<file path="src/design/chs_pkg.sv">
package chs_pkg;

	// Geometry of the table and the smoothing window.
	localparam int POINTS = 32;
	localparam int WINDOW = 7;
	localparam int FRACTION_BITS = 12;
	localparam int SAMPLE_W = 20;
	localparam int IDX_W = 6;
	localparam int QUAD_W = 4;
	localparam int DEPTH = POINTS + 1;
	localparam int MEM_AW = $clog2(DEPTH);
	localparam int HALF = WINDOW / 2;
	localparam bit WIN_ODD = (WINDOW % 2) == 1;
	localparam int TAP_AW = IDX_W + 2;

	// Angle constants, rounded to nearest from pi scaled by 2^48.
	localparam longint unsigned PI_Q48 = 64'h3243F6A8885A3;
	localparam int PI_SH = 48 - FRACTION_BITS;
	localparam longint unsigned TWO_PI = (PI_Q48 + (64'd1 << (PI_SH - 2))) >> (PI_SH - 1);
	localparam longint unsigned PI_VAL = (PI_Q48 + (64'd1 << (PI_SH - 1))) >> PI_SH;
	localparam longint unsigned HALF_PI = (PI_Q48 + (64'd1 << PI_SH)) >> (PI_SH + 1);

	// Window sum and its division by WINDOW through a reciprocal.
	localparam int SUM_W = SAMPLE_W + 2 + $clog2(WINDOW);
	localparam int MAG_W = SUM_W - 1;
	localparam int DIV_K = MAG_W + $clog2(WINDOW);
	localparam int DIV_MW = MAG_W + 1;
	localparam int DPROD_W = MAG_W + DIV_MW;
	localparam longint unsigned DIV_M_L = ((64'd1 << DIV_K) + WINDOW - 1) / WINDOW;
	localparam logic [DIV_MW-1:0] DIV_M = DIV_MW'(DIV_M_L);
	localparam logic signed [SUM_W-1:0] TWO_PI_S = SUM_W'(TWO_PI);
	localparam logic signed [SUM_W-1:0] INIT_SUM = SUM_W'(-(longint'(HALF) * longint'(TWO_PI)));
	localparam logic signed [SUM_W-1:0] SAMPLE_MAX = SUM_W'((longint'(1) << (SAMPLE_W - 1)) - 1);
	localparam logic signed [SUM_W-1:0] SAMPLE_MIN = SUM_W'(-(longint'(1) << (SAMPLE_W - 1)));

	// Wrapping a smoothed value into one turn: offset to a positive value,
	// then remove whole turns through a reciprocal.
	localparam int X_W = SAMPLE_W + 2;
	localparam longint unsigned QWRAP = ((64'd1 << SAMPLE_W) / TWO_PI) + 1;
	localparam logic [X_W-1:0] QOFF = X_W'(PI_VAL + QWRAP * TWO_PI);
	localparam int QK = X_W + $clog2(TWO_PI);
	localparam int QMW = X_W + 1;
	localparam int QPROD_W = X_W + QMW;
	localparam longint unsigned QM_L = ((64'd1 << QK) + TWO_PI - 1) / TWO_PI;
	localparam logic [QMW-1:0] QM = QMW'(QM_L);
	localparam logic [X_W-1:0] TWO_PI_X = X_W'(TWO_PI);
	localparam logic [X_W-1:0] TH_LO = X_W'(PI_VAL - HALF_PI);
	localparam logic [X_W-1:0] TH_MID = X_W'(PI_VAL);
	localparam logic [X_W-1:0] TH_HI = X_W'(PI_VAL + HALF_PI);

	// Quadrant codes.
	localparam logic [QUAD_W-1:0] QUAD_LOW = 4'h8;
	localparam logic [QUAD_W-1:0] QUAD_NEG = 4'h4;
	localparam logic [QUAD_W-1:0] QUAD_POS = 4'h2;
	localparam logic [QUAD_W-1:0] QUAD_HIGH = 4'h1;
	localparam logic [QUAD_W-1:0] QUAD_ALL = 4'hF;

	// One classified sample on its way from the front to the back.
	typedef struct packed {
		logic signed [SAMPLE_W-1:0] sample;
		logic [IDX_W-1:0] idx;
		logic first;
		logic lo;
		logic hi;
		logic last;
	} item_t;

	// One result beat.
	typedef struct packed {
		logic signed [SAMPLE_W-1:0] smoothed_heading;
		logic [IDX_W-1:0] point_index;
		logic last_of_run;
		logic rising_ok;
		logic [QUAD_W-1:0] quadrant_mask;
		logic calibration_valid;
	} res_t;

	typedef enum logic [3:0] {
		B_LOAD,
		B_APPEND,
		B_RD,
		B_SUM,
		B_MUL,
		B_DIV,
		B_QM,
		B_QR,
		B_UPD,
		B_OUT
	} back_state_t;

	function automatic logic signed [SUM_W-1:0] sext_sum(input logic [SAMPLE_W-1:0] v);
		return {{(SUM_W - SAMPLE_W){v[SAMPLE_W-1]}}, v};
	endfunction

	function automatic logic signed [SAMPLE_W-1:0] sat_sample(input logic signed [SUM_W-1:0] v);
		logic signed [SAMPLE_W-1:0] r;
		if (v > SAMPLE_MAX) begin
			r = SAMPLE_MAX[SAMPLE_W-1:0];
		end else if (v < SAMPLE_MIN) begin
			r = SAMPLE_MIN[SAMPLE_W-1:0];
		end else begin
			r = v[SAMPLE_W-1:0];
		end
		return r;
	endfunction

endpackage

</file>
<file path="src/design/chs_front.sv">
module chs_front (
	input logic clk,
	input logic arst_n,
	input logic push,
	output logic full,
	input logic signed [chs_pkg::SAMPLE_W-1:0] heading_sample,
	output logic item_valid,
	input logic item_ready,
	output chs_pkg::item_t item
);
	import chs_pkg::*;

	logic [IDX_W-1:0] cnt_q;
	item_t buf_q [2];
	logic rd_ptr_q;
	logic wr_ptr_q;
	logic [1:0] count_q;
	logic push_acc;
	logic pop_acc;
	item_t cls;

	assign full = (count_q == 2'd2);
	assign item_valid = (count_q != 2'd0);
	assign item = buf_q[rd_ptr_q];
	assign push_acc = push && !full;
	assign pop_acc = item_valid && item_ready;

	// Classify the incoming beat by its place in the table.
	always_comb begin
		cls.sample = heading_sample;
		cls.idx = cnt_q;
		cls.first = (cnt_q == '0);
		cls.lo = (cnt_q <= IDX_W'(HALF));
		cls.hi = (cnt_q >= IDX_W'(POINTS - HALF));
		cls.last = (cnt_q == IDX_W'(POINTS - 1));
	end

	// Sample counter and queue pointers.
	always_ff @(posedge clk or negedge arst_n) begin
		if (!arst_n) begin
			cnt_q <= '0;
			rd_ptr_q <= 1'b0;
			wr_ptr_q <= 1'b0;
			count_q <= '0;
		end else begin
			if (push_acc) begin
				cnt_q <= cls.last ? '0 : cnt_q + 1'b1;
				wr_ptr_q <= !wr_ptr_q;
			end
			if (pop_acc) begin
				rd_ptr_q <= !rd_ptr_q;
			end
			count_q <= count_q + {1'b0, push_acc} - {1'b0, pop_acc};
		end
	end

	// Queue storage.
	always_ff @(posedge clk) begin
		if (push_acc) begin
			buf_q[wr_ptr_q] <= cls;
		end
	end

endmodule

</file>
<file path="src/design/chs_back.sv">
module chs_back (
	input logic clk,
	input logic arst_n,
	input logic item_valid,
	output logic item_ready,
	input chs_pkg::item_t item,
	output logic res_valid,
	input logic res_ready,
	output chs_pkg::res_t res
);
	import chs_pkg::*;

	logic signed [SAMPLE_W-1:0] mem [DEPTH];

	back_state_t state_q, state_d;
	logic [IDX_W-1:0] idx_q;
	logic signed [SUM_W-1:0] sum_q;
	logic signed [SAMPLE_W-1:0] s0_q;
	logic signed [SAMPLE_W-1:0] rd_out_q;
	logic signed [SAMPLE_W-1:0] rd_in_q;
	logic signed [SAMPLE_W-1:0] sm_q;
	logic signed [SAMPLE_W-1:0] prev_sm_q;
	logic wrap_out_q;
	logic wrap_in_q;
	logic neg_q;
	logic [DPROD_W-1:0] dprod_q;
	logic [X_W-1:0] x_q;
	logic [X_W-1:0] r_q;
	logic [QPROD_W-1:0] qprod_q;
	logic [QUAD_W-1:0] prev_quad_q;
	logic [QUAD_W-1:0] seen_q;
	logic rising_q;
	res_t res_q;

	logic signed [TAP_AW-1:0] p_out;
	logic signed [TAP_AW-1:0] p_in;
	logic [MEM_AW-1:0] a_out;
	logic [MEM_AW-1:0] a_in;
	logic wrap_out;
	logic wrap_in;
	logic signed [SUM_W-1:0] load_add;
	logic signed [SUM_W-1:0] walk_sum;
	logic signed [SUM_W-1:0] mag;
	logic [DPROD_W-1:0] dprod_d;
	logic [DPROD_W-1:0] qfull;
	logic [MAG_W-1:0] qmag;
	logic signed [SUM_W-1:0] qsigned;
	logic signed [SAMPLE_W-1:0] sm_div;
	logic [X_W-1:0] x_d;
	logic [QPROD_W-1:0] qprod_d;
	logic [QPROD_W-1:0] turns_full;
	logic [X_W-1:0] turns;
	logic [X_W-1:0] r_d;
	logic [QUAD_W-1:0] quad;
	logic rising_n;
	logic [QUAD_W-1:0] seen_n;
	logic last_pt;
	res_t res_d;

	function automatic logic [QUAD_W-1:0] quad_of(input logic [X_W-1:0] r);
		logic [QUAD_W-1:0] q;
		if (r < TH_LO) begin
			q = QUAD_LOW;
		end else if (r < TH_MID) begin
			q = QUAD_NEG;
		end else if (r < TH_HI) begin
			q = QUAD_POS;
		end else begin
			q = QUAD_HIGH;
		end
		return q;
	endfunction

	assign res = res_q;

	// Addresses of the tap leaving and the tap entering the window.
	always_comb begin
		p_out = $signed({2'b00, idx_q}) - TAP_AW'(HALF + 1);
		p_in = $signed({2'b00, idx_q}) + TAP_AW'(HALF);
		if (WIN_ODD) begin
			wrap_out = (p_out < 0);
			wrap_in = (p_in > TAP_AW'(POINTS));
			a_out = wrap_out ? MEM_AW'(p_out + TAP_AW'(POINTS)) : MEM_AW'(p_out);
			a_in = wrap_in ? MEM_AW'(p_in - TAP_AW'(POINTS)) : MEM_AW'(p_in);
		end else begin
			wrap_out = 1'b0;
			wrap_in = 1'b0;
			a_out = idx_q[MEM_AW-1:0];
			a_in = idx_q[MEM_AW-1:0];
		end
	end

	// Window sum arithmetic. A wrapped tap leaving the window was taken
	// with -2*pi, so removing it adds 2*pi back.
	always_comb begin
		load_add = (item.lo ? sext_sum(item.sample) : '0)
			+ (item.hi ? sext_sum(item.sample) : '0);
		walk_sum = sum_q - sext_sum(rd_out_q) + sext_sum(rd_in_q)
			+ (wrap_out_q ? TWO_PI_S : '0) + (wrap_in_q ? TWO_PI_S : '0);
		mag = sum_q[SUM_W-1] ? -sum_q : sum_q;
		dprod_d = DPROD_W'(mag[MAG_W-1:0]) * DPROD_W'(DIV_M);
		qfull = dprod_q >> DIV_K;
		qmag = qfull[MAG_W-1:0];
		qsigned = neg_q ? -$signed({1'b0, qmag}) : $signed({1'b0, qmag});
		sm_div = sat_sample(qsigned);
	end

	// Wrap into one turn and pick the quadrant.
	always_comb begin
		x_d = {{(X_W - SAMPLE_W){sm_q[SAMPLE_W-1]}}, sm_q} + QOFF;
		qprod_d = QPROD_W'(x_d) * QPROD_W'(QM);
		turns_full = qprod_q >> QK;
		turns = turns_full[X_W-1:0];
		r_d = x_q - X_W'(turns * TWO_PI_X);
		quad = quad_of(r_q);
	end

	// Rising check and quadrant gathering up to the first fall.
	always_comb begin
		rising_n = rising_q;
		seen_n = seen_q;
		if (idx_q != '0 && rising_q) begin
			if (prev_sm_q > sm_q) begin
				rising_n = 1'b0;
			end else begin
				seen_n = seen_q | prev_quad_q;
			end
		end
		last_pt = (idx_q == IDX_W'(POINTS));
		res_d.smoothed_heading = sm_q;
		res_d.point_index = idx_q;
		res_d.last_of_run = last_pt;
		res_d.rising_ok = last_pt && rising_n;
		res_d.quadrant_mask = last_pt ? seen_n : '0;
		res_d.calibration_valid = last_pt && rising_n && (seen_n == QUAD_ALL);
	end

	// Sequencer: load, append the closing point, then walk the points.
	always_comb begin
		state_d = state_q;
		item_ready = 1'b0;
		res_valid = 1'b0;
		unique case (state_q)
			B_LOAD: begin
				item_ready = 1'b1;
				if (item_valid && item.last) begin
					state_d = B_APPEND;
				end
			end
			B_APPEND: state_d = WIN_ODD ? B_MUL : B_RD;
			B_RD: state_d = B_SUM;
			B_SUM: state_d = WIN_ODD ? B_MUL : B_QM;
			B_MUL: state_d = B_DIV;
			B_DIV: state_d = B_QM;
			B_QM: state_d = B_QR;
			B_QR: state_d = B_UPD;
			B_UPD: state_d = B_OUT;
			B_OUT: begin
				res_valid = 1'b1;
				if (res_ready) begin
					state_d = res_q.last_of_run ? B_LOAD : B_RD;
				end
			end
			default: state_d = B_LOAD;
		endcase
	end

	// Control state.
	always_ff @(posedge clk or negedge arst_n) begin
		if (!arst_n) begin
			state_q <= B_LOAD;
			idx_q <= '0;
			sum_q <= INIT_SUM;
			seen_q <= '0;
			rising_q <= 1'b1;
		end else begin
			state_q <= state_d;
			case (state_q)
				B_LOAD: begin
					if (item_valid) begin
						sum_q <= sum_q + load_add;
					end
				end
				B_APPEND: begin
					idx_q <= '0;
					seen_q <= '0;
					rising_q <= 1'b1;
				end
				B_SUM: begin
					if (WIN_ODD) begin
						sum_q <= walk_sum;
					end
				end
				B_UPD: begin
					seen_q <= seen_n;
					rising_q <= rising_n;
				end
				B_OUT: begin
					if (res_ready) begin
						if (res_q.last_of_run) begin
							sum_q <= INIT_SUM;
							idx_q <= '0;
						end else begin
							idx_q <= idx_q + 1'b1;
						end
					end
				end
				default: ;
			endcase
		end
	end

	// Sample memory: one write port, two registered read ports.
	always_ff @(posedge clk) begin
		if (state_q == B_LOAD && item_valid) begin
			mem[item.idx[MEM_AW-1:0]] <= item.sample;
		end else if (state_q == B_APPEND) begin
			mem[MEM_AW'(POINTS)] <= sat_sample(sext_sum(s0_q) + TWO_PI_S);
		end
		if (state_q == B_RD) begin
			rd_out_q <= mem[a_out];
			rd_in_q <= mem[a_in];
		end
	end

	// Datapath registers.
	always_ff @(posedge clk) begin
		case (state_q)
			B_LOAD: begin
				if (item_valid && item.first) begin
					s0_q <= item.sample;
				end
			end
			B_RD: begin
				wrap_out_q <= wrap_out;
				wrap_in_q <= wrap_in;
			end
			B_SUM: sm_q <= rd_in_q;
			B_MUL: begin
				neg_q <= sum_q[SUM_W-1];
				dprod_q <= dprod_d;
			end
			B_DIV: sm_q <= sm_div;
			B_QM: begin
				x_q <= x_d;
				qprod_q <= qprod_d;
			end
			B_QR: r_q <= r_d;
			B_UPD: begin
				res_q <= res_d;
				prev_sm_q <= sm_q;
				prev_quad_q <= quad;
			end
			default: ;
		endcase
	end

endmodule

</file>
<file path="src/design/chs_outq.sv">
module chs_outq (
	input logic clk,
	input logic arst_n,
	input logic in_valid,
	output logic in_ready,
	input chs_pkg::res_t in_res,
	output logic empty,
	input logic pop,
	output chs_pkg::res_t head
);
	import chs_pkg::*;

	res_t buf_q [2];
	logic rd_ptr_q;
	logic wr_ptr_q;
	logic [1:0] count_q;
	logic wr_acc;
	logic rd_acc;

	assign in_ready = (count_q != 2'd2);
	assign empty = (count_q == 2'd0);
	assign head = buf_q[rd_ptr_q];
	assign wr_acc = in_valid && in_ready;
	assign rd_acc = pop && !empty;

	// Pointers and fill level.
	always_ff @(posedge clk or negedge arst_n) begin
		if (!arst_n) begin
			rd_ptr_q <= 1'b0;
			wr_ptr_q <= 1'b0;
			count_q <= '0;
		end else begin
			if (wr_acc) begin
				wr_ptr_q <= !wr_ptr_q;
			end
			if (rd_acc) begin
				rd_ptr_q <= !rd_ptr_q;
			end
			count_q <= count_q + {1'b0, wr_acc} - {1'b0, rd_acc};
		end
	end

	// Result storage.
	always_ff @(posedge clk) begin
		if (wr_acc) begin
			buf_q[wr_ptr_q] <= in_res;
		end
	end

endmodule

</file>
<file path="src/design/circular_heading_smoother_check.sv">
// Circular heading smoother with calibration check. Push POINTS heading
// samples (signed Q7.12 radians) in table order; they are taken at one beat
// per cycle while full is low into a two-entry buffer and written to the
// sample memory. After the last sample the sequencer walks the POINTS+1
// points (the table plus the first sample advanced by one turn) through a
// running centered window sum, a reciprocal divider and a turn-wrapping
// quadrant unit, one point at a time through that single shared path:
// each point after point 0 reads its leaving and entering taps and, for an
// odd window, updates the sum; every point is then wrapped into one turn
// and classified. Samples of the next run may be pushed meanwhile; full
// rises once the buffer holds two of them. Results leave through a two-entry
// queue in point order; the last beat of a run carries the rising flag, the
// quadrant mask and the calibration verdict, zero on all other beats.
module circular_heading_smoother_check (
	input logic clk,
	input logic arst_n,
	input logic push,
	output logic full,
	input logic signed [chs_pkg::SAMPLE_W-1:0] heading_sample,
	output logic empty,
	input logic pop,
	output logic signed [chs_pkg::SAMPLE_W-1:0] smoothed_heading,
	output logic [chs_pkg::IDX_W-1:0] point_index,
	output logic last_of_run,
	output logic rising_ok,
	output logic [chs_pkg::QUAD_W-1:0] quadrant_mask,
	output logic calibration_valid
);
	import chs_pkg::*;

	logic item_valid;
	logic item_ready;
	item_t item;
	logic res_valid;
	logic res_ready;
	res_t res;
	res_t head;

	// Front: accepts and classifies sample beats.
	chs_front u_front (
		.clk(clk),
		.arst_n(arst_n),
		.push(push),
		.full(full),
		.heading_sample(heading_sample),
		.item_valid(item_valid),
		.item_ready(item_ready),
		.item(item)
	);

	// Back: stores samples and computes the smoothed points.
	chs_back u_back (
		.clk(clk),
		.arst_n(arst_n),
		.item_valid(item_valid),
		.item_ready(item_ready),
		.item(item),
		.res_valid(res_valid),
		.res_ready(res_ready),
		.res(res)
	);

	// Result queue.
	chs_outq u_outq (
		.clk(clk),
		.arst_n(arst_n),
		.in_valid(res_valid),
		.in_ready(res_ready),
		.in_res(res),
		.empty(empty),
		.pop(pop),
		.head(head)
	);

	assign smoothed_heading = head.smoothed_heading;
	assign point_index = head.point_index;
	assign last_of_run = head.last_of_run;
	assign rising_ok = head.rising_ok;
	assign quadrant_mask = head.quadrant_mask;
	assign calibration_valid = head.calibration_valid;

endmodule

</file>
<file path="config.mk">
export PLATFORM = sky130hd
export DESIGN_NAME = circular_heading_smoother_check
export DESIGN_NICKNAME = d
export VERILOG_FILES = /design/src/design/chs_pkg.sv /design/src/design/chs_front.sv /design/src/design/chs_back.sv /design/src/design/chs_outq.sv /design/src/design/circular_heading_smoother_check.sv
export SDC_FILE = /design/constraint.sdc
export NUM_CORES = 2
export LEC_CHECK = 0
export BUFFER_PORTS_ARGS = -buffer_cell sky130_fd_sc_hd__buf_4
export CAP_MARGIN = 20
export CORE_ASPECT_RATIO = 0.7
export CORE_MARGIN = 2
export CORE_UTILIZATION = 30
export CTS_BUF_LIST = sky130_fd_sc_hd__clkbuf_4 sky130_fd_sc_hd__clkbuf_8
export DETAILED_ROUTE_END_ITERATION = 7
export GPL_TIMING_DRIVEN = 0
export PLACE_DENSITY = 0.46
export SETUP_SLACK_MARGIN = 0.02
export SLEW_MARGIN = 20
export SYNTH_ARGS = -nofsm -noshare
export SYNTH_HDL_FRONTEND = slang
export SYNTH_SLANG_ARGS = --single-unit
</file>
<file path="constraint.sdc">
create_clock -name clk -period 14.06 [get_ports clk]
set_input_delay 2.109 -clock clk [delete_from_list [all_inputs] [get_ports clk]]
set_output_delay 2.109 -clock clk [all_outputs]
set_load 0.1 [all_outputs]
</file>
After elaboration in Yosys (flattened, before gate mapping)
Memory sizes are Yosys's and may differ from the RTL's. A register that Yosys moved wholly into a read port is not among the register bits.
Cells that the tools add are included.
{"block": "totals", "out_inout_bits": 35, "word_cells": 168, "mem_count": 3, "inputBits": 24, "ff_bits": 271, "ram_bits": 786}
{"name": "u_back.mem", "depth": 33, "word_bits": 20, "rd": 2, "rd_ports_with_merged_regs": 2, "wr": 1, "line": "chs_back.sv:13", "rtl": "logic signed [SAMPLE_W-1:0] mem [DEPTH];"}
{"name": "u_outq.buf_q", "depth": 2, "word_bits": 33, "rd": 1, "rd_ports_with_merged_regs": 0, "wr": 1, "line": "chs_outq.sv:13", "rtl": "res_t buf_q [2];"}
{"name": "u_front.buf_q", "depth": 2, "word_bits": 30, "rd": 1, "rd_ports_with_merged_regs": 0, "wr": 1, "line": "chs_front.sv:14", "rtl": "item_t buf_q [2];"}
{"block": "classes", "n_addsub": 21, "n_eq_ne": 18, "magnitude_cmp": 12, "bitwise_logic": 1, "n_mux": 49, "n_mul": 3, "reduce_logical": 32}
{"operator": "25-bit 2-to-1 mux", "count": 6}
{"operator": "20-bit 2-to-1 mux", "count": 7}
{"operator": "25-bit adder", "count": 5}
{"operator": "25-bit case mux with 3 select lines", "count": 1}
{"operator": "25-bit by 20-bit greater-than comparator with 1-bit output (second input constant)", "count": 2}
{"operator": "25-bit by 20-bit < comparator with 1-bit output (second input constant)", "count": 2}
{"operator": "24-bit by 24-bit multiplier with 48-bit output (second input constant)", "count": 1}
{"operator": "22-bit by 23-bit multiplier with 45-bit output (second input constant)", "count": 1}
{"operator": "20-bit case mux with 2 select lines", "count": 1}
{"operator": "6-bit 2-to-1 mux", "count": 6}
{"operator": "4-bit case mux with 9 select lines", "count": 1}
{"operator": "15-bit 2-to-1 mux", "count": 2}
{"operator": "22-bit negation with 25-bit output", "count": 1}
{"operator": "25-bit subtractor", "count": 1}
{"operator": "24-bit 2-to-1 mux", "count": 1}
{"operator": "24-bit negation", "count": 1}
{"operator": "22-bit by 21-bit adder with 22-bit output (second input constant)", "count": 1}
{"operator": "22-bit by 13-bit < comparator with 1-bit output (second input constant)", "count": 1}
{"operator": "22-bit by 14-bit < comparator with 1-bit output (second input constant)", "count": 1}
{"operator": "22-bit by 15-bit < comparator with 1-bit output (second input constant)", "count": 1}
{"operator": "22-bit subtractor", "count": 1}
{"operator": "20-bit by 16-bit adder with 21-bit output (second input constant)", "count": 1}
{"operator": "20-bit greater-than comparator", "count": 1}
{"operator": "4-bit 2-to-1 mux", "count": 5}
{"operator": "other kinds (39)", "count": 85}

Depth between registers and ports, before layout
{"block": "depth", "depth_word": 7, "ltp_mapped": 30, "depth_no_buf": 30}

Modules after synthesis
From an unflattened synthesis, not the netlist that was laid out.
{"block": "hier_totals", "cells_unflattened": 4950, "area_unflattened_um2": 68006.5}
{"module": "chs_back", "area_per_inst_um2": 62546.2, "seq_area_each_um2": 26575.5, "n_inst": 1, "cells_per_inst": 4680}
{"module": "chs_front", "area_per_inst_um2": 2730.1, "seq_area_each_um2": 2052.0, "n_inst": 1, "cells_per_inst": 150}
{"module": "chs_outq", "area_per_inst_um2": 2730.1, "seq_area_each_um2": 2082.0, "n_inst": 1, "cells_per_inst": 120}

Worst setup path after synthesis
OpenSTA, ideal clock, no wires.
{"block": "synth_timing", "path_type": "register to register", "startpoint": "register u_back.sum_q[0]", "endpoint": "register u_back.dprod_q[48] (data pin)", "required_time_ps": 13794, "stages_incl_launch_ff": 27, "slack_ps": 6414, "setup_time_ps": 266, "period_less_slack_ps": 7646, "path_buffers": 0, "arrival_time_ps": 7380, "path_cell_list": "dfrtp_1 inv_1 ha_1 nand3_1 or2_2 o41ai_1 nand2_1 xnor2_1 ha_1 ha_1 ha_1 fa_1 inv_1 fa_1 inv_1 fa_1 fa_1 ha_1 a21oi_1 o21ai_0 a2111o_1 a211oi_2 o31ai_1 a21oi_1 o21ai_1 o41ai_1 xnor2_1"}
{"block": "synth_via", "elab_chain_cells": 3}
{"element": "from (decl)", "line": "chs_back.sv:17", "rtl": "logic signed [SUM_W-1:0] sum_q;"}
{"element": "from (signal assigned)", "line": "chs_back.sv:181", "rtl": "sum_q <= sum_q + load_add;"}
{"element": "from (signal assigned)", "line": "chs_back.sv:191", "rtl": "sum_q <= walk_sum;"}
{"element": "24-bit negation", "line": "chs_back.sv:100", "rtl": "mag = sum_q[SUM_W-1] ? -sum_q : sum_q;"}
{"element": "24-bit 2-to-1 mux *", "line": "chs_back.sv:100"}
{"element": "24-bit by 24-bit multiplier with 48-bit output *", "line": "chs_back.sv:101", "rtl": "dprod_d = DPROD_W'(mag[MAG_W-1:0]) * DPROD_W'(DIV_M);"}
{"element": "net u_back.dprod_d[48]", "line": "chs_back.sv:44", "rtl": "logic [DPROD_W-1:0] dprod_d;"}
{"element": "to (signal assigned)", "line": "chs_back.sv:241", "rtl": "dprod_q <= dprod_d;"}
{"element": "to (decl)", "line": "chs_back.sv:26", "rtl": "logic [DPROD_W-1:0] dprod_q;"}
Mark *: on every way through the listed nets, which the timed path passes. The rest lies on a longest branch.
A chain may end at the register's enable or synchronous reset.

Final worst setup path
Same ends and word-level chain as after synthesis.

==> results.txt <==
----------------------------------------------------
[Status]
  Result of the run ... finished clean

[Synth]
  Number of library cell types mapped by synthesis ... 86
  Number of warning messages in the yosys log ... 0
  Area leader, netlist ... sky130_fd_sc_hd__edfxtp_1
  Ys async rst share ... 5.24%
  Number of storage elements in the synthesis netlist ... 1,031
  Seq/Total Area, Yosys ... 45.0%
  Area contributors post-synth ... sky130_fd_sc_hd__edfxtp_1 43%, sky130_fd_sc_hd__ha_1 12%, sky130_fd_sc_hd__fa_1 11%, sky130_fd_sc_hd__mux4_2 8.1%, sky130_fd_sc_hd__inv_1 4.1%
  Number of enable-type register cells in the synthesized netlist ... 977
  Nets in the synthesized netlist ... 6,329
  Post-synthesis cell count ... 5,314
  Most frequently used flop master after synthesis ... sky130_fd_sc_hd__edfxtp_1
  Post-synthesis cell area ... 68,200 um2
  Average instance area after synthesis ... 12.8 um2
  Post-synth top area share ... 43.0%

[CTS]
  Number of clock sinks seen by CTS ... 1,031
  Worst-path clk slew ... 80 ps
  Hold_buf cts ... 0
  Buffer cell driving the clock tree root ... sky130_fd_sc_hd__clkbuf_8
  Quantity of gates resized following cts ... 0
  Clock tree from TritonCTS ... yes
  # H-tree levels ... 4
  Clock Latency Late Sink ... 940 ps
  Number of CTS-inserted buffers ... 172
  Number of buffers inserted by post-CTS setup repair ... 0
  Maximum buffer depth of the clock tree ... 4

[STA]
  Max-slew violation count ... 0
  Fraction of the cycle the final worst path needs ... 72.3%
  Setup-violating endpoint count in the final report ... 0
  RSZ-0062 raised after global routing ... no
  Max-Slew Margin vs Limit ... 18.1%
  Final Skew ... 142 ps
  Sum of negative setup slack ... 0 ps
  Final Hold Vio Count ... 0
  Slew @ Worst Pin ... 1230 ps
  Shortest period the worst path allows ... 10,160 ps
  Maximum frequency from static timing analysis ... 98.4 MHz

[Finish]
  Area growth from synthesis to layout ... 14.5%
  Fill cell instance count of the final layout ... 22,300
  Commonest non-fill, non-tap cells in the layout ... 977 x sky130_fd_sc_hd__edfxtp_1, 736 x sky130_fd_sc_hd__inv_1, 628 x sky130_fd_sc_hd__ha_1
  Leading cell type in the layout, fill and taps excluded ... sky130_fd_sc_hd__edfxtp_1
  Fraction of final layout cells sized beyond drive strength 1 ... 16.4%
  Footprint of the multi-input gates ... 34,700 um2
  Nets@finish ... 6,645
  Storage element area ... 30,700 um2

[Global route]
  First-pass GRT wire length ... 327,000 um
  Number of antenna violations at the first check in global routing ... 4
  Total GRT Usage ... 19.6%
  Via count of the first global-routing pass ... 45,200
  Gr ovfl total ... 0
  Pin count of the biggest net entering global routing ... 55

[Critical path]
  Crit path capture type ... register
  Endpoint of the lowest-slack register-to-register path ... u_back.dprod_q[48]$_DFFE_PP_
  FF-to-FF path depth ... 26
  Data arrival, critical path ... 10,700 ps
  Startpoint kind of the worst setup timing path ... register
  Start of the worst register-to-register path ... u_back.sum_q[0]$_DFFE_PN0P_
  Crit-path max FO ... 10
  Setup Crit Path Kind ... register to register
  Data required time at the worst endpoint ... 14,600 ps
  Setup slack of the worst register-to-register path ... 3900 ps

[Hold path]
  End point of the worst hold path ... u_back.r_q[1]$_DFFE_PP_
  Worst hold-check path type ... register to register
  Hold path depth ... 0
  Startpoint of the lowest-slack hold path ... u_back.x_q[1]$_DFFE_PP_

[Routing]
  Via density per instance ... 5.22
  Overall via count from detail_route ... 45,800
  Residual DRC count ... 0
  Total detailed-routing wirelength ... 228,000 um
  DRT iter0 DRCs ... 5,150
  Detailed-routing iteration count for the pre-antenna-repair pass ... 6
  Number of routed nets with antenna violations ... 0
  Average routed wire per standard cell ... 26.0 um

[Flow run]
  Max-cap violations ... 0

[Place]
  Final RePlAce weighted congestion ... 0.955
  Final HPWL DP ... 178,000 um
  I/O Buffers ... 58

[Floorplan]
  Placement Rows ... 146
  Initial Utilization ... 30.2%
  Die span in x ... 574 um
  Chip height ... 403 um
  Core area ... 226,000 um2
  I/O Pins ... 59
  Total Die Area ... 231,000 um2

----------------------------------------------------
-- synthesized netlist by cell type, types with 8 or more instances --
library cell and count:
sky130_fd_sc_hd__a211oi_1 27, sky130_fd_sc_hd__a21boi_0 12, sky130_fd_sc_hd__a21o_1 57, sky130_fd_sc_hd__a21oi_1 213, sky130_fd_sc_hd__a221oi_1 46, sky130_fd_sc_hd__a22oi_1 44
sky130_fd_sc_hd__a311oi_1 28, sky130_fd_sc_hd__a31o_2 8, sky130_fd_sc_hd__a31oi_1 39, sky130_fd_sc_hd__and2_1 22, sky130_fd_sc_hd__and3_1 32, sky130_fd_sc_hd__buf_1 33
sky130_fd_sc_hd__buf_2 37, sky130_fd_sc_hd__clkbuf_1 115, sky130_fd_sc_hd__dfrtp_1 38, sky130_fd_sc_hd__dfstp_2 16, sky130_fd_sc_hd__edfxtp_1 977, sky130_fd_sc_hd__fa_1 363
sky130_fd_sc_hd__ha_1 628, sky130_fd_sc_hd__inv_1 736, sky130_fd_sc_hd__mux2_2 91, sky130_fd_sc_hd__mux2i_1 128, sky130_fd_sc_hd__mux4_2 246, sky130_fd_sc_hd__nand2_1 323
sky130_fd_sc_hd__nand2b_1 26, sky130_fd_sc_hd__nand3_1 119, sky130_fd_sc_hd__nand4_1 28, sky130_fd_sc_hd__nor2_1 211, sky130_fd_sc_hd__nor2b_1 25, sky130_fd_sc_hd__nor3_1 41
sky130_fd_sc_hd__nor4_1 11, sky130_fd_sc_hd__o211ai_1 10, sky130_fd_sc_hd__o21a_1 20, sky130_fd_sc_hd__o21ai_0 218, sky130_fd_sc_hd__o21bai_1 10, sky130_fd_sc_hd__o22ai_1 14
sky130_fd_sc_hd__o31ai_1 21, sky130_fd_sc_hd__o41ai_1 9, sky130_fd_sc_hd__or2_2 13, sky130_fd_sc_hd__or3_1 17, sky130_fd_sc_hd__xnor2_1 133, sky130_fd_sc_hd__xor2_1 46
-- metal layers --
layer	vias up	wire [um]	global-route usage [%]	share of wire, %
met5	-	0	0	0
met1	23600	110000	30.2	48
met2	1938	91500	27.0	40
li1	20000	-	-	-
met3	268	22700	5.41	9.9
met4	0	4510	3.75	2.0
-- per-stage QoR --
stage | setup WS (ps) | area, um2 | hold slack [ps] | utilization, % | cells
global placement | 3690 | 72400 | 406 | 32.0 | 8406
floorplan | 6410 | 68200 | 400 | - | 5314
global route | 3120 | 78100 | 449 | 34.5 | 8785
finish | 3900 | 78100 | 424 | 34.5 | 8787
detailed placement | 3990 | 74800 | 413 | 33.1 | 8488
CTS | 3810 | 78100 | 439 | 34.5 | 8782
-- registers in the layout (all words and copies together), names as in the netlist, 21 cells and up --
register,count
u_back.sum_q,25
u_front.buf_q,60
u_outq.buf_q,66
u_back.r_q,21
u_back.mem,660
u_back.dprod_q,22
-- how the worst max path moves through the flow --
stage	start	end	depth (start not counted)
finish	u_back.sum_q[0]$_DFFE_PN0P_	u_back.dprod_q[48]$_DFFE_PP_	26
global placement	u_back.sm_q[2]$_DFFE_PP_	u_back.qprod_q[44]$_DFFE_PP_	29
CTS	u_back.sum_q[0]$_DFFE_PN0P_	u_back.dprod_q[48]$_DFFE_PP_	26
detailed placement	u_back.sum_q[0]$_DFFE_PN0P_	u_back.dprod_q[48]$_DFFE_PP_	26
floorplan	u_back.sum_q[0]$_DFFE_PN0P_	u_back.dprod_q[48]$_DFFE_PP_	26
global route	u_back.sum_q[0]$_DFFE_PN0P_	u_back.dprod_q[48]$_DFFE_PP_	26
-- worst max-delay path, cell delays in order, from the launching register on --
cell and delay [ps]:
sky130_fd_sc_hd__dfrtp_1 640, sky130_fd_sc_hd__inv_1 300, sky130_fd_sc_hd__ha_1 230, sky130_fd_sc_hd__nand3_1 140
sky130_fd_sc_hd__or2_2 410, sky130_fd_sc_hd__o41ai_1 920, sky130_fd_sc_hd__nand2_1 150, sky130_fd_sc_hd__xnor2_1 900
sky130_fd_sc_hd__ha_1 400, sky130_fd_sc_hd__ha_1 300, sky130_fd_sc_hd__ha_1 310, sky130_fd_sc_hd__fa_1 500
sky130_fd_sc_hd__inv_1 50, sky130_fd_sc_hd__fa_1 480, sky130_fd_sc_hd__inv_1 60, sky130_fd_sc_hd__fa_1 510
sky130_fd_sc_hd__fa_1 500, sky130_fd_sc_hd__ha_1 380, sky130_fd_sc_hd__a21oi_1 210, sky130_fd_sc_hd__o21ai_0 170
sky130_fd_sc_hd__a2111o_1 500, sky130_fd_sc_hd__a211oi_2 470, sky130_fd_sc_hd__o31ai_1 230, sky130_fd_sc_hd__a21oi_1 410
sky130_fd_sc_hd__o21ai_1 180, sky130_fd_sc_hd__o41ai_1 320, sky130_fd_sc_hd__xnor2_1 130
-- cell type report --
cell class	count	area share, %
inverter	737	3.54
tap	3034	4.86
clock inverter	61	0.532
multi-input combinational	3359	44.4
sequential	1031	39.3
clock buffer	233	3.65
buffer	187	0.996
timing repair buffer	142	2.68
antenna	3	0.00961
-- cells by family (layout without fill, tap and decap cells) --
family                     after synthesis  after routing  share of synthesized area, %
AOI/OAI and AO/OA                      835            835                          7.86
xor gates and xnor gates               179            179                          2.30
adders and majority gates              991            991                          22.2
buffers and inverters                  924           1360                          5.17
DFF                                   1031           1031                          45.0
muxes                                  465            465                          11.5
other                                    0              3                             0
and+or+nand+nor                        889            889                          5.96
Power is not shown: default switching activity piles up to over one toggle a cycle in this logic, so the estimate is an artifact.
